===== config.mk =====
export PLATFORM = sky130hd
export DESIGN_NAME = heading_hold_steering_speed
export DESIGN_NICKNAME = d
export VERILOG_FILES = /design/src/rtl/core/hhs_pkg.sv /design/src/rtl/core/hhs_steer.sv /design/src/rtl/core/heading_hold_steering_speed.sv
export VERILOG_INCLUDE_DIRS = /design/src /design/src/rtl/core
export SDC_FILE = /design/constraint.sdc
export NUM_CORES = 1
export LEC_CHECK = 0
export ABC_AREA = 1
export BUFFER_PORTS_ARGS = -buffer_cell sky130_fd_sc_hd__buf_2
export CORE_ASPECT_RATIO = 1.2
export CORE_MARGIN = 5
export CORE_UTILIZATION = 64
export DETAILED_ROUTE_END_ITERATION = 12
export PLACE_DENSITY_LB_ADDON = 0.08
export SYNTH_ARGS = -nofsm -noshare
export SYNTH_HDL_FRONTEND = slang
export SYNTH_SLANG_ARGS = --single-unit
export TNS_END_PERCENT = 5

===== constraint.sdc =====
create_clock -name clock -period 28.9 [get_ports clock]
set_input_delay 5.78 -clock clock [delete_from_list [all_inputs] [get_ports clock]]
set_output_delay 5.78 -clock clock [all_outputs]
set_load 0.05 [all_outputs]

===== src/rtl/core/assert_macros.svh =====
// ----------------------------------------------------------------------------
// assert_macros.svh
// Assertion shorthands for the core RTL.
// ----------------------------------------------------------------------------
`ifndef ASSERT_MACROS_SVH
`define ASSERT_MACROS_SVH

// Plain invariant, checked at every rising clock edge out of reset.
`define HHS_ASSERT(label, clk, rst, cond) \
   label: assert property (@(posedge clk) disable iff (rst) (cond)) \
      else $error("invariant violated");

// Same-cycle implication.
`define HHS_ASSERT_IMP(label, clk, rst, ante, cons) \
   label: assert property (@(posedge clk) disable iff (rst) (ante) |-> (cons)) \
      else $error("implication violated");

// Next-cycle implication.
`define HHS_ASSERT_NXT(label, clk, rst, ante, cons) \
   label: assert property (@(posedge clk) disable iff (rst) (ante) |=> (cons)) \
      else $error("next-cycle implication violated");

`endif


===== src/rtl/core/hhs_pkg.sv =====
// ----------------------------------------------------------------------------
// hhs_pkg
// Shared types and constants for the heading-hold steering controller.
// ----------------------------------------------------------------------------
package hhs_pkg;

   // operation codes carried on the request tuser
   typedef enum logic [1:0] {
      OP_RUN   = 2'd0,
      OP_REARM = 2'd1,
      OP_LOAD  = 2'd2,
      OP_NONE  = 2'd3
   } op_type;

   // configuration register indexes
   localparam logic [2:0] CSR_STEER_GAIN   = 3'd0;
   localparam logic [2:0] CSR_PULSE_MIN    = 3'd1;
   localparam logic [2:0] CSR_PULSE_CENTER = 3'd2;
   localparam logic [2:0] CSR_PULSE_MAX    = 3'd3;
   localparam logic [2:0] CSR_TURN_THR     = 3'd4;
   localparam logic [2:0] CSR_STOP_THR     = 3'd5;

   // reset values
   localparam logic [7:0]  GAIN_RST       = 8'd1;
   localparam logic [15:0] PULSE_MIN_RST  = 16'd2500;
   localparam logic [15:0] PULSE_CTR_RST  = 16'd2765;
   localparam logic [15:0] PULSE_MAX_RST  = 16'd3200;
   localparam logic [15:0] TURN_THR_RST   = 16'd55;
   localparam logic [15:0] STOP_THR_RST   = 16'd20;
   localparam logic [8:0]  TARGET_RST     = 9'd90;

   localparam logic [9:0]  FULL_DEG       = 10'd360;
   localparam logic [9:0]  QUARTER_DEG    = 10'd90;
   localparam logic signed [12:0] HALF_TENTHS = 13'sd1800;
   localparam logic signed [12:0] FULL_TENTHS = 13'sd3600;
   localparam logic [15:0] DRIVE_BASE     = 16'd2028;
   localparam logic [15:0] DRIVE_NEUTRAL  = 16'd2765;

   // x / 10 == (x * 52429) >> 19 exactly for x < 2^16
   localparam logic [16:0] RECIP10        = 17'd52429;
   // pot * 58 / 10 folded into one constant: 58 * 52429
   localparam logic [21:0] DRIVE_SCALE    = 22'd3040882;
   localparam int          RECIP_SHIFT    = 19;

   // middle stage contents, handed to the steering stage
   typedef struct packed {
      logic              run;
      logic signed [8:0] err_deg;
      logic [15:0]       drive;
      logic              turned;
      logic [8:0]        target;
   } mid_type;

endpackage


===== src/rtl/core/hhs_steer.sv =====
// ----------------------------------------------------------------------------
// hhs_steer
// Proportional steering term: center + gain * error, clamped to min/max; center when not a run.
// ----------------------------------------------------------------------------
module hhs_steer (
   input  logic [7:0]       gain,
   input  logic [15:0]      pulse_min,
   input  logic [15:0]      pulse_center,
   input  logic [15:0]      pulse_max,
   input  hhs_pkg::mid_type mid,
   output logic [15:0]      steer_pulse
);
   import hhs_pkg::*;

   logic signed [17:0] prod;
   logic signed [17:0] sum;

   // 9b signed x 9b signed fits 18b
   assign prod = 18'($signed({1'b0, gain}) * mid.err_deg);
   assign sum  = $signed({2'b00, pulse_center}) + prod;

   always_comb begin
      // min test wins when min is above max
      priority if (!mid.run) begin
         steer_pulse = pulse_center;
      end else if (sum < $signed({2'b00, pulse_min})) begin
         steer_pulse = pulse_min;
      end else if (sum > $signed({2'b00, pulse_max})) begin
         steer_pulse = pulse_max;
      end else begin
         steer_pulse = sum[15:0];
      end
   end

endmodule


===== src/rtl/core/heading_hold_steering_speed.sv =====
// ----------------------------------------------------------------------------
// heading_hold_steering_speed
// Heading-hold steering and drive speed controller, one result per beat.
// ----------------------------------------------------------------------------
//  channel | dir | handshake              | payload
//  req     | in  | req_tvalid/req_tready  | tuser: operation; tdata: sensors, target
//  rsp     | out | rsp_tvalid/rsp_tready  | tdata: pulses, error, turn flag, target
//  csr     | in  | csr_we (no ready)      | csr_index, csr_wdata
//
//  Three register stages: input, mid (state update, error / 10, drive pulse),
//  result (gain multiply and clamp). A req beat passes the input, mid and result
//  registers before rsp_tvalid rises; one beat per cycle while rsp is not stalled.
//  Heading state is updated in order as each beat leaves the input stage.
//  Synchronous reset clears valids and loads heading state and config registers with their reset values.
//  A stalled rsp holds the pipe; empty stages still fill behind it.
// ----------------------------------------------------------------------------
`include "assert_macros.svh"

module heading_hold_steering_speed (
   input  logic        clock,
   input  logic        reset,
   input  logic        req_tvalid,
   output logic        req_tready,
   input  logic [47:0] req_tdata,   // compass_heading[11:0], range_cm[27:12],
                                    // pot_level[35:28], new_target[44:36], zero
   input  logic [1:0]  req_tuser,   // operation[1:0]
   output logic        rsp_tvalid,
   input  logic        rsp_tready,
   output logic [55:0] rsp_tdata,   // steer_pulse[15:0], drive_pulse[31:16],
                                    // heading_error_deg[40:32], turn_taken[41],
                                    // target_heading[50:42], zero
   input  logic        csr_we,
   input  logic [2:0]  csr_index,
   input  logic [15:0] csr_wdata
);
   import hhs_pkg::*;

   // config
   logic [7:0]  gain_ff;
   logic [15:0] pmin_ff, pctr_ff, pmax_ff, turn_thr_ff, stop_thr_ff;

   always_ff @(posedge clock) begin
      if (reset) begin
         gain_ff     <= GAIN_RST;
         pmin_ff     <= PULSE_MIN_RST;
         pctr_ff     <= PULSE_CTR_RST;
         pmax_ff     <= PULSE_MAX_RST;
         turn_thr_ff <= TURN_THR_RST;
         stop_thr_ff <= STOP_THR_RST;
      end else if (csr_we) begin
         unique case (csr_index)
            CSR_STEER_GAIN:   gain_ff     <= csr_wdata[7:0];
            CSR_PULSE_MIN:    pmin_ff     <= csr_wdata;
            CSR_PULSE_CENTER: pctr_ff     <= csr_wdata;
            CSR_PULSE_MAX:    pmax_ff     <= csr_wdata;
            CSR_TURN_THR:     turn_thr_ff <= csr_wdata;
            CSR_STOP_THR:     stop_thr_ff <= csr_wdata;
            default: ;
         endcase
      end
   end

   // pipeline control
   logic in_vld_ff, mid_vld_ff, rsp_vld_ff;
   logic adv_rsp, adv_mid;

   assign adv_rsp    = !rsp_vld_ff || rsp_tready;
   assign adv_mid    = !mid_vld_ff || adv_rsp;
   assign req_tready = !in_vld_ff || adv_mid;

   // input stage
   op_type      op_ff;
   logic [11:0] heading_ff;
   logic [15:0] range_ff;
   logic [7:0]  pot_ff;
   logic [8:0]  newt_ff;

   always_ff @(posedge clock) begin
      if (reset) begin
         in_vld_ff <= 1'b0;
      end else if (req_tready) begin
         in_vld_ff <= req_tvalid;
      end
   end

   always_ff @(posedge clock) begin
      if (req_tvalid && req_tready) begin
         op_ff      <= op_type'(req_tuser);
         heading_ff <= req_tdata[11:0];
         range_ff   <= req_tdata[27:12];
         pot_ff     <= req_tdata[35:28];
         newt_ff    <= req_tdata[44:36];
      end
   end

   // heading state and mid-stage logic
   logic [8:0]  target_ff, target_in;
   logic        turned_ff, turned_in;
   logic        is_run, turn_now;
   logic [9:0]  t_plus, t_load, t_back;
   logic [8:0]  t_run;
   logic [11:0] t_tenths;
   logic signed [12:0] e_raw, e_wrap;
   logic [10:0] e_mag;
   logic [27:0] q_prod;
   logic [8:0]  q_deg;
   logic [29:0] d_prod;
   logic [15:0] drive_run;
   mid_type     mid_in, mid_ff;

   assign is_run   = (op_ff == OP_RUN);
   assign turn_now = is_run && !turned_ff && (range_ff < turn_thr_ff);
   assign t_plus   = {1'b0, target_ff} + QUARTER_DEG;
   assign t_run    = !turn_now ? target_ff
                   : (t_plus >= FULL_DEG) ? 9'(t_plus - FULL_DEG) : t_plus[8:0];
   assign t_load   = {1'b0, newt_ff};
   assign t_back   = ({1'b0, target_ff} >= QUARTER_DEG)
                   ? {1'b0, target_ff} - QUARTER_DEG
                   : {1'b0, target_ff} + FULL_DEG - QUARTER_DEG;

   always_comb begin
      target_in = target_ff;
      turned_in = turned_ff;
      unique case (op_ff)
         OP_RUN: begin
            target_in = t_run;
            turned_in = turned_ff || turn_now;
         end
         OP_REARM: begin
            if (turned_ff) begin
               turned_in = 1'b0;
               target_in = t_back[8:0];
            end
         end
         OP_LOAD: begin
            target_in = (t_load >= FULL_DEG) ? 9'(t_load - FULL_DEG) : newt_ff;
         end
         OP_NONE: ;
         default: ;
      endcase
   end

   // error in tenths, wrapped once, then truncated toward zero to degrees
   assign t_tenths = {t_run, 3'b000} + {2'b00, t_run, 1'b0};
   assign e_raw    = $signed({1'b0, t_tenths}) - $signed({1'b0, heading_ff});

   always_comb begin
      priority if (e_raw > HALF_TENTHS) begin
         e_wrap = e_raw - FULL_TENTHS;
      end else if (e_raw < -HALF_TENTHS) begin
         e_wrap = e_raw + FULL_TENTHS;
      end else begin
         e_wrap = e_raw;
      end
   end

   assign e_mag  = e_wrap[12] ? 11'(-e_wrap) : e_wrap[10:0];
   assign q_prod = 28'(e_mag * RECIP10);
   assign q_deg  = q_prod[RECIP_SHIFT +: 9];

   assign d_prod    = 30'(pot_ff * DRIVE_SCALE);
   assign drive_run = DRIVE_BASE + 16'(d_prod[RECIP_SHIFT +: 11]);

   always_comb begin
      mid_in.run     = is_run;
      mid_in.turned  = turned_in;
      mid_in.target  = target_in;
      mid_in.err_deg = '0;
      mid_in.drive   = DRIVE_NEUTRAL;
      if (is_run) begin
         mid_in.err_deg = e_wrap[12] ? $signed(-q_deg) : $signed(q_deg);
         if (!(turned_in && (range_ff < stop_thr_ff))) begin
            mid_in.drive = drive_run;
         end
      end
   end

   always_ff @(posedge clock) begin
      if (reset) begin
         mid_vld_ff <= 1'b0;
         target_ff  <= TARGET_RST;
         turned_ff  <= 1'b0;
      end else if (adv_mid) begin
         mid_vld_ff <= in_vld_ff;
         if (in_vld_ff) begin
            target_ff <= target_in;
            turned_ff <= turned_in;
         end
      end
   end

   always_ff @(posedge clock) begin
      if (adv_mid && in_vld_ff) begin
         mid_ff <= mid_in;
      end
   end

   // result stage
   logic [15:0] steer_in;
   logic [15:0] steer_ff, drive_ff;
   logic [8:0]  err_ff, target_out_ff;
   logic        turned_out_ff;

   hhs_steer u_steer (
      .gain         (gain_ff),
      .pulse_min    (pmin_ff),
      .pulse_center (pctr_ff),
      .pulse_max    (pmax_ff),
      .mid          (mid_ff),
      .steer_pulse  (steer_in)
   );

   always_ff @(posedge clock) begin
      if (reset) begin
         rsp_vld_ff <= 1'b0;
      end else if (adv_rsp) begin
         rsp_vld_ff <= mid_vld_ff;
      end
   end

   always_ff @(posedge clock) begin
      if (adv_rsp && mid_vld_ff) begin
         steer_ff      <= steer_in;
         drive_ff      <= mid_ff.drive;
         err_ff        <= mid_ff.err_deg;
         turned_out_ff <= mid_ff.turned;
         target_out_ff <= mid_ff.target;
      end
   end

   assign rsp_tvalid = rsp_vld_ff;
   assign rsp_tdata  = {5'b0, target_out_ff, turned_out_ff, err_ff, drive_ff, steer_ff};

   // checks
   `HHS_ASSERT(a_target_range, clock, reset, target_ff < 9'd360)
   `HHS_ASSERT_IMP(a_err_range, clock, reset, mid_vld_ff,
      (mid_ff.err_deg <= 9'sd180) && (mid_ff.err_deg >= -9'sd180))
   `HHS_ASSERT_IMP(a_nonrun_err, clock, reset, mid_vld_ff && !mid_ff.run,
      (mid_ff.err_deg == 9'sd0) && (mid_ff.drive == DRIVE_NEUTRAL))
   `HHS_ASSERT_NXT(a_mid_hold, clock, reset, mid_vld_ff && !adv_rsp,
      mid_vld_ff && $stable(mid_ff) && $stable(target_ff) && $stable(turned_ff))

endmodule


# Yosys cells after proc, flatten, opt, wreduce, memory -nomap -nowiden
# Cells that the tools add are included.
# op_classes
n_addsub	14
multipliers	3
order_cmp	9
n_eq_ne	7
n_mux	14
bitwise	1
reduce_logical	25
# ops
cell	n
two-way mux 16 bit	3
two-way mux 9 bit	5
less-than comparator 16 bit	2
multiplier 8 x 21 -> 29 bit (second input constant)	1
multiplier 11 x 16 -> 27 bit (second input constant)	1
case mux 9 bit (3 select lines)	1
two-way mux 13 bit	2
adder 17 x 18 -> 18 bit	1
> comparator 18 x 17 -> 1 bit	1
less-than comparator 18 x 17 -> 1 bit	1
multiplier 9 x 9 -> 18 bit	1
subtractor 9 x 7 -> 9 bit (second input constant)	2
subtractor 9 bit (second input constant)	2
AND reduction 2 bit	8
adder 13 bit (second input constant)	1
> comparator 13 x 12 -> 1 bit (second input constant)	1
less-than comparator 13 x 12 -> 1 bit (second input constant)	1
subtractor 12 x 12 -> 13 bit	1
subtractor 13 bit (second input constant)	1
adder 11 x 11 -> 12 bit (first input constant)	1
adder 12 x 10 -> 12 bit	1
two-way mux 11 bit	1
negator 11 bit	1
adder 9 x 7 -> 10 bit (second input constant)	1
other kinds (19)	32
# totals
reg_bits	235
inputBits	74
wordCells	100

# Logic depth before layout (Yosys ltp)
# Gate-level depths: netlist (run 1).
# depth
ltp_word	14
ltp_mapped	74

# Cells and area by module
# From an unflattened synthesis (run 1), not the netlist that was laid out.
# unflattened
cells_unflattened	2609
area_unflattened_um2	21045.2
# modules_own_cells
mod	instances	cells_each	area_each_um2	seq_area_each_um2
heading_hold_steering_speed	1	1912	16379.5	5805.6
hhs_steer	1	697	4665.7	0.0

# Least setup slack after synthesis (run 1)
# OpenSTA, ideal clock, no wires.
# synth_path
path_type	input to output
from	input port rsp_tready
to	output port req_tready
arrival_time_ns	6.333
required_time_ns	23.120
path_slack_ns	16.787
path_stages	4
n_path_buf	0
cell_sequence	inv_1 nand2_1 nor2_1 nand2_1
# synth_between
elab_chain_cells	3
# synth_lines
item	line	text
start: declaration	heading_hold_steering_speed.sv:28	input logic rsp_tready,
logical OR 1 bit	heading_hold_steering_speed.sv:67	assign adv_rsp = !rsp_vld_ff || rsp_tready;
logical OR 1 bit	heading_hold_steering_speed.sv:68	assign adv_mid = !mid_vld_ff || adv_rsp;
logical OR 1 bit	heading_hold_steering_speed.sv:69	assign req_tready = !in_vld_ff || adv_mid;
end: declaration	heading_hold_steering_speed.sv:23	output logic req_tready,
# No other way between the ends.

# Worst setup path after layout (run 1)
# Same ends and word-level chain as after synthesis.

==> results.cfg, run 1 <==
[global_route]
grt_antenna_before_repair = 0
grt.total_usage_pct = 27.0
first_global_vias = 16100
residual_overflow_from_global_routing = 0
maximum_number_of_pins_on_one_net_before_global_route_repair = 86
wire_length_of_the_first_global_routing_pass_um = 77300

[route]
wl_per_cell_um = 16.0
dr_total_vias = 16200
route.antenna.remaining_nets = 0
drc_errors = 0
drt_first_pass_iters = 7
first_iter_violations = 1027
avgViaCountPerCell = 5.54
detail_route.wirelength_um = 46900

[die]
placementRows = 71
die-area_um2 = 35200
fp.dieW_um = 172
ioPinCount = 132
initial_utilization_pct = 64.5
chip_height_um = 204
placeableCoreArea_um2 = 31300

[sta]
fin_skew_ns = 0.0164
finalSetupViolCount = 0
worst-slew-pin-transition_ns = 1.05
final.min_clock_period_ns = 12.28
max_slew_margin_pct = 29.5
unrepaired_setup_endpoints_after_global_routing = false
endpoints_failing_hold = 0
setup-tns-final_ns = 0
finalCritPeriodShare_pct = 42.5
slew_viol_final = 0
maximum_operating_frequency_ghz = 0.0814

[critical_path]
cp_data_required_time_ns = 23.12
end_kind = output pin
r2r_setup_slack_ns = 17.12
worst-path-max-fanout = 3
arrival_time_reported_for_the_critical_path_endpoint_ns = 6.50
timing.reg2reg.worst_path_depth = 60
r2r_start = range_ff[1]$_DFFE_PP_
worstSetupStartpointType = input port
timing.setup.critical_path_class = input port to output pin
worst_r2r_endpoint = mid_ff[32]$_SDFFCE_PN0P_

[synth]
netlist-cell-type-count = 57
yosys_warnings = 0
netlist_top_cells_area = edfxtp_1, ha_1, fa_1, dfxtp_1, inv_1
syn_area_per_cell_um2 = 8.38
dominantRegCellSynth = edfxtp_1
post-synth-top-area-fraction_pct = 18.8
synth-seq-cells = 227
syn-cell-area_um2 = 20200
synthDominantAreaCellType = edfxtp_1
sequential_cell_area_fraction_in_the_yosys_report_pct = 28.8
synth_cells = 2408
edff_count_synth = 126
share_of_flip_flops_with_an_asynchronous_set_or_reset_after_synthesis_pct = 0

[cts]
cts_hold_buf = 0
cts.path.max_buffers = 3
cts_sinks = 227
ctsResizeCount = 0
total_cts_buffers = 26
cts_setup_buffers = 0
worst_skew_pair.late_latency_ns = 0.54
root_buffer_master = clkbuf_16
cts_tree = built
cts_max_level = 1
clk_pin_slew_ns = 0.06

[final_layout]
layout_filler_cell_count = 2488
area_growth_pct = 9.10
multi_input_area_um2 = 12300
drive_above_1_share_pct = 9.23
insertedDiodeCount = 0
num-nets-final = 2987
seq_area_um2 = 5810

[worst_hold_path]
hold_path_depth = 0
hold_class = register to register
timing.hold.worst_endpoint = drive_ff[2]$_DFFE_PP_
hold_path_startpoint = mid_ff[12]$_SDFFCE_PP1P_

[run_status]
status = complete, no violations

[place]
detailedPlacementHpwl_um = 37900
place.port_buffers = 119
place.gp.congestion = 0.959

[run]
timing.max_cap.violations = 0
[cell usage after synthesis, types with 3 or more instances]
master / count
inv_1: 465
nand2_1: 385
ha_1: 279
a21oi_1: 220
o21ai_0: 147
nor2_1: 142
fa_1: 130
edfxtp_1: 126
dfxtp_1: 101
nand3_1: 82
xor2_1: 50
clkbuf_1: 42
o211ai_1: 36
nand4_1: 21
nor3_1: 16
xnor2_1: 16
nand2_2: 15
or2_2: 14
a21o_1: 13
buf_4: 10
inv_2: 9
buf_1: 8
o21bai_1: 7
a211oi_1: 5
a31oi_1: 5
nor4_1: 5
clkinv_1: 4
nand3b_1: 4
o21ai_2: 4
o31ai_1: 4
xor2_2: 4
buf_2: 3
nand2_4: 3
nand3_2: 3
o21a_1: 3
[worst max path at each step]
| stage | from | endpoint | slack, ns | cells past startpoint |
|---|---|---|---|---|
| 2_1_floorplan | rsp_tready | req_tready | 16.79 | 4 |
| 3_3_place_gp | rsp_tready | req_tready | 16.65 | 6 |
| 3_5_place_dp | rsp_tready | req_tready | 16.61 | 6 |
| 4_1_cts | rsp_tready | req_tready | 16.61 | 6 |
| 5_1_grt | range_ff[1]$_DFFE_PP_ | mid_ff[33]$_SDFFCE_PN0P_ | 16.12 | 58 |
| 6_report | rsp_tready | req_tready | 16.62 | 6 |
[worst max-delay path: stages]
cell	delay, ns
buf_2	0.10
inv_1	0.10
nand2_1	0.08
nor2_1	0.12
nand2_1	0.10
buf_2	0.22
[final cells by class]
cell class / count / area share [%]
Clock buffer: 29 / 3.20
Clock inverter: 19 / 1.11
Inverter: 478 / 8.15
Multi-Input combinational cell: 1647 / 56.0
Sequential cell: 227 / 26.4
Tap cell: 401 / 2.28
Timing Repair Buffer: 124 / 2.88
[metrics by stage]
stage / utilization (%) / cell area [um^2] / worst slack, ns / hold WS, ns / instances
CTS: 70.4 / 22000 / 16.61 / 0.418 / 2925
detailed placement: 67.3 / 21100 / 16.61 / 0.405 / 2877
floorplan: - / 20200 / 16.79 / 0.400 / 2416
global placement: 67.3 / 21100 / 16.65 / 0.400 / 2877
global route: 70.4 / 22000 / 16.12 / 0.426 / 2925
finish: 70.4 / 22000 / 16.62 / 0.417 / 2925
[metal layers]
layer  vias to the layer above  track usage, %  share of wire (%)
met5                         -               0                  0
met4                         0            7.69                2.9
met3                        89            2.40                4.4
met2                       413            49.5                 51
met1                      7681            33.7                 41
li1                       8031               -                  -
[cells in the final DEF, fill, tap and decap left out, types with 36 or more instances in the layout]
master	n
nor2_1	142
edfxtp_1	126
dfxtp_1	101
o211ai_1	36
xor2_1	50
fa_1	130
nand3_1	82
buf_2	119
inv_1	463
nand2_1	385
ha_1	279
o21ai_0	147
a21oi_1	219
[cell families (layout without fill, tap and decap cells)]
group,after synthesis,in the layout,synth area share (%)
other,1,9,0.0186
buffers and inverters,542,650,10.3
AND/OR/NAND/NOR,697,697,14.7
flip-flops,227,227,28.8
AO/OA/AOI/OAI,462,462,12.8
adder cells (fa/ha/maj),409,409,30.2
XOR/XNOR,70,70,3.19
[sequential cells by signal, indices dropped and copies added (netlist names), 2 cells and up]
| register | cells |
|---|---|
| drive_ff | 12 |
| stop_thr_ff | 16 |
| op_ff | 2 |
| pmax_ff | 16 |
| turn_thr_ff | 16 |
| err_ff | 9 |
| heading_ff | 12 |
| target_ff | 9 |
| range_ff | 16 |
| mid_ff | 32 |
| steer_ff | 16 |
| newt_ff | 9 |
| pot_ff | 8 |
| gain_ff | 8 |
| target_out_ff | 9 |
| pctr_ff | 16 |
| pmin_ff | 16 |
Power of run 1 is left out: the tool's default activity adds up to more than one toggle a clock period on the data nets, which glitch-free logic cannot reach.
==> inputs of run 2 (changes only) <==
--- a/config.mk
+++ b/config.mk
@@ -6,11 +6,11 @@
 export SDC_FILE = /design/constraint.sdc
 export NUM_CORES = 1
 export LEC_CHECK = 0
-export ABC_AREA = 1
+export ABC_AREA = 0
 export BUFFER_PORTS_ARGS = -buffer_cell sky130_fd_sc_hd__buf_2
 export CORE_ASPECT_RATIO = 1.2
 export CORE_MARGIN = 5
-export CORE_UTILIZATION = 64
+export CORE_UTILIZATION = 57
 export DETAILED_ROUTE_END_ITERATION = 12
 export PLACE_DENSITY_LB_ADDON = 0.08
 export SYNTH_ARGS = -nofsm -noshare
==> constraint.sdc (replaced) <==
create_clock -name clock -period 10.1 [get_ports clock]
set_input_delay 2.02 -clock clock [delete_from_list [all_inputs] [get_ports clock]]
set_output_delay 2.02 -clock clock [all_outputs]
set_load 0.05 [all_outputs]
==> run 2 against run 1 <==
  * Critical path depth is 48 higher
  * The flow now finishes with violations (negative setup slack)
  * Synthesized cell count down 7.8%
  * Final cell count rose by 3.7%
  * Hold slack got worse by 0.0042 ns
  * Highest routed layer unchanged
  * Non-clock buffer count grew 238
  * Clock skew shrank 0.0020 ns
  * Die area is 14% higher
  * Sequential share of layout area shrank 2.9 points
  * Sequential cell count unchanged
  * Routed wire length rose by 8.7%
  * Global-route usage is 1.5 points lower
  * Register-to-register slack lost 19 ns
  * Largest cell class unchanged
==> results.cfg, run 2 <==
[final_layout]
insertedDiodeCount = 0
layout.cells.most_common = inv_1
drive_above_1_share_pct = 21.3
area_growth_pct = 20.0
largest_reg_flops = 32
final_util_pct = 69.0
layout.cells.most_common_list = inv_1, nand2_1, ha_1
num-nets-final = 3026
layout_filler_cell_count = 2911
largest-register = mid_ff

[place]
place.port_buffers = 119
place.gp.congestion = 0.925
detailedPlacementHpwl_um = 40600
place_ws_ns = -2.44

[cts]
worst_skew_pair.late_latency_ns = 0.55
cts_sinks = 227
cts_max_level = 1
total_cts_buffers = 27
root_buffer_master = clkbuf_16
clk_pin_slew_ns = 0.07
cts.path.max_buffers = 3
cts_tree = built

[die]
chip_height_um = 218
ioPinCount = 132
placementRows = 76
placeableCoreArea_um2 = 35800
fp.dieW_um = 183
initial_utilization_pct = 57.5
die-area_um2 = 40000

[synth]
share_of_flip_flops_with_an_asynchronous_set_or_reset_after_synthesis_pct = 0
sequential_cell_area_fraction_in_the_yosys_report_pct = 28.2
yosysMostFrequentCell = inv_1
yosys_warnings = 0
netlist-cell-type-count = 103
synth-seq-cells = 227
syn-cell-area_um2 = 20600
synth_cells = 2220
synthDominantAreaCellType = edfxtp_1
dominantRegCellSynth = edfxtp_1
netlist_top_cells_area = edfxtp_1, ha_1, fa_1, dfxtp_1, inv_1
edff_count_synth = 126
post_synth_most_frequent_cells = inv_1, nand2_1, ha_1
post-synth-top-area-fraction_pct = 18.4
syn_area_per_cell_um2 = 9.26

[run_status]
violations_in_the_final_reports = negative setup slack
status = complete, but fails checks

[sta]
maximum_operating_frequency_ghz = 0.0816
finalSetupViolCount = 9
final.min_clock_period_ns = 12.26
slew_viol_final = 0
fin_hold_ws_ns = 0.413
finalCritPeriodShare_pct = 121
unrepaired_setup_endpoints_after_global_routing = true
max_slew_margin_pct = 16.4
final.setup.worst_slack_ns = -2.16
fin_skew_ns = 0.0144
endpoints_failing_hold = 0
worst-slew-pin-transition_ns = 1.25

[route]
wl_per_cell_um = 16.8
first_iter_violations = 738
dr_total_vias = 16700
avgViaCountPerCell = 5.51
drc_errors = 0
route.antenna.remaining_nets = 0
drt_first_pass_iters = 5
detail_route.wirelength_um = 51000

[run]
timing.max_cap.violations = 0

[global_route]
first_global_vias = 17200
residual_overflow_from_global_routing = 0
maximum_number_of_pins_on_one_net_before_global_route_repair = 102
grt_antenna_before_repair = 0
grt.total_usage_pct = 25.5
wire_length_of_the_first_global_routing_pass_um = 84100

[critical_path]
worst-path-max-fanout = 7
timing.setup.critical_path_class = register to register
arrival_time_reported_for_the_critical_path_endpoint_ns = 12.56
end_kind = register
worstSetupStartpointType = register
critPathSlowestCell = fa_2
critical-path-top-cell-by-count = a21o_1
worstPathBufferInverterCount = 5
cp_data_required_time_ns = 10.40
cpLargestDelayFamily = compound AO/OA/AOI/OAI gates
timing.critical_path.slowest_cell_delay_ns = 0.60

[worst_hold_path]
hold_class = register to register
[run 2: timing repair]
action	4_1_cts	5_1_grt
setup endpoints to repair	9	9
gates resized for setup	11	51
hold buffers	0	0
pin swaps	9	45
buffers inserted	1	11
[run 2: per-stage QoR]
| stage | area [um^2] | setup TNS [ns] | instances |
|---|---|---|---|
| after floorplan | 20700 | -10.93 | 2228 |
| after global placement | 23400 | -17.00 | 2970 |
| after detailed placement | 23400 | -19.09 | 2970 |
| after CTS | 24300 | -16.47 | 3021 |
| after global routing | 24700 | -20.97 | 3032 |
| final | 24700 | -15.96 | 3032 |
[run 2: cell type report]
| class | instances | area [um^2] | share of cell area [%] |
|---|---|---|---|
| Clock buffer | 35 | 747 | 3.03 |
| Clock inverter | 15 | 169 | 0.684 |
| Inverter | 329 | 1240 | 5.01 |
| Multi-Input combinational cell | 1596 | 13700 | 55.5 |
| Sequential cell | 227 | 5810 | 23.5 |
| Tap cell | 468 | 586 | 2.37 |
| Timing Repair Buffer | 362 | 2430 | 9.86 |
[run 2: metal layers]
metal,track usage (%),wire (um)
met1,31.0,20900
met2,47.3,26500
met3,2.74,2030
met4,7.65,1570
met5,0,0
[run 2: kinds of logic (layout without fill, tap and decap cells)]
| family | after synthesis | count (layout) | synth area share [%] |
|---|---|---|---|
| AND/OR/NAND/NOR | 639 | 639 | 14.7 |
| adder cells (fa/ha/maj) | 409 | 409 | 29.6 |
| buffers and inverters | 405 | 741 | 7.75 |
| AO/OA/AOI/OAI | 400 | 400 | 13.2 |
| flip-flops | 227 | 227 | 28.2 |
| XOR/XNOR | 87 | 87 | 3.85 |
| multiplexers | 52 | 52 | 2.65 |
| other | 1 | 9 | 0.0182 |
[run 2: path summary, 6_finish.rpt]
kind | startpoint | endpoint | slack (ns) | depth (start not counted)
max | range_ff[1]$_DFFE_PP_ | mid_ff[33]$_SDFFCE_PN0P_ | -2.16 | 54
min | mid_ff[9]$_DFFE_PP_ | turned_out_ff$_DFFE_PP_ | 0.41 | 0
max reg2reg | range_ff[1]$_DFFE_PP_ | mid_ff[33]$_SDFFCE_PN0P_ | -2.16 | 54
min reg2reg | mid_ff[9]$_DFFE_PP_ | turned_out_ff$_DFFE_PP_ | 0.41 | 0
[run 2: worst register-to-register path, delay by kind of cell (launching register included)]
| family | cells | cell delay (ns) |
|---|---|---|
| fa+ha+maj | 10 | 3.69 |
| mux | 2 | 0.40 |
| simple gates | 9 | 1.38 |
| xor+xnor | 2 | 0.34 |
| compound gates | 26 | 5.42 |
| buf+inv | 5 | 0.39 |
| flops | 1 | 0.40 |
Power of run 2 is left out for the same reason.
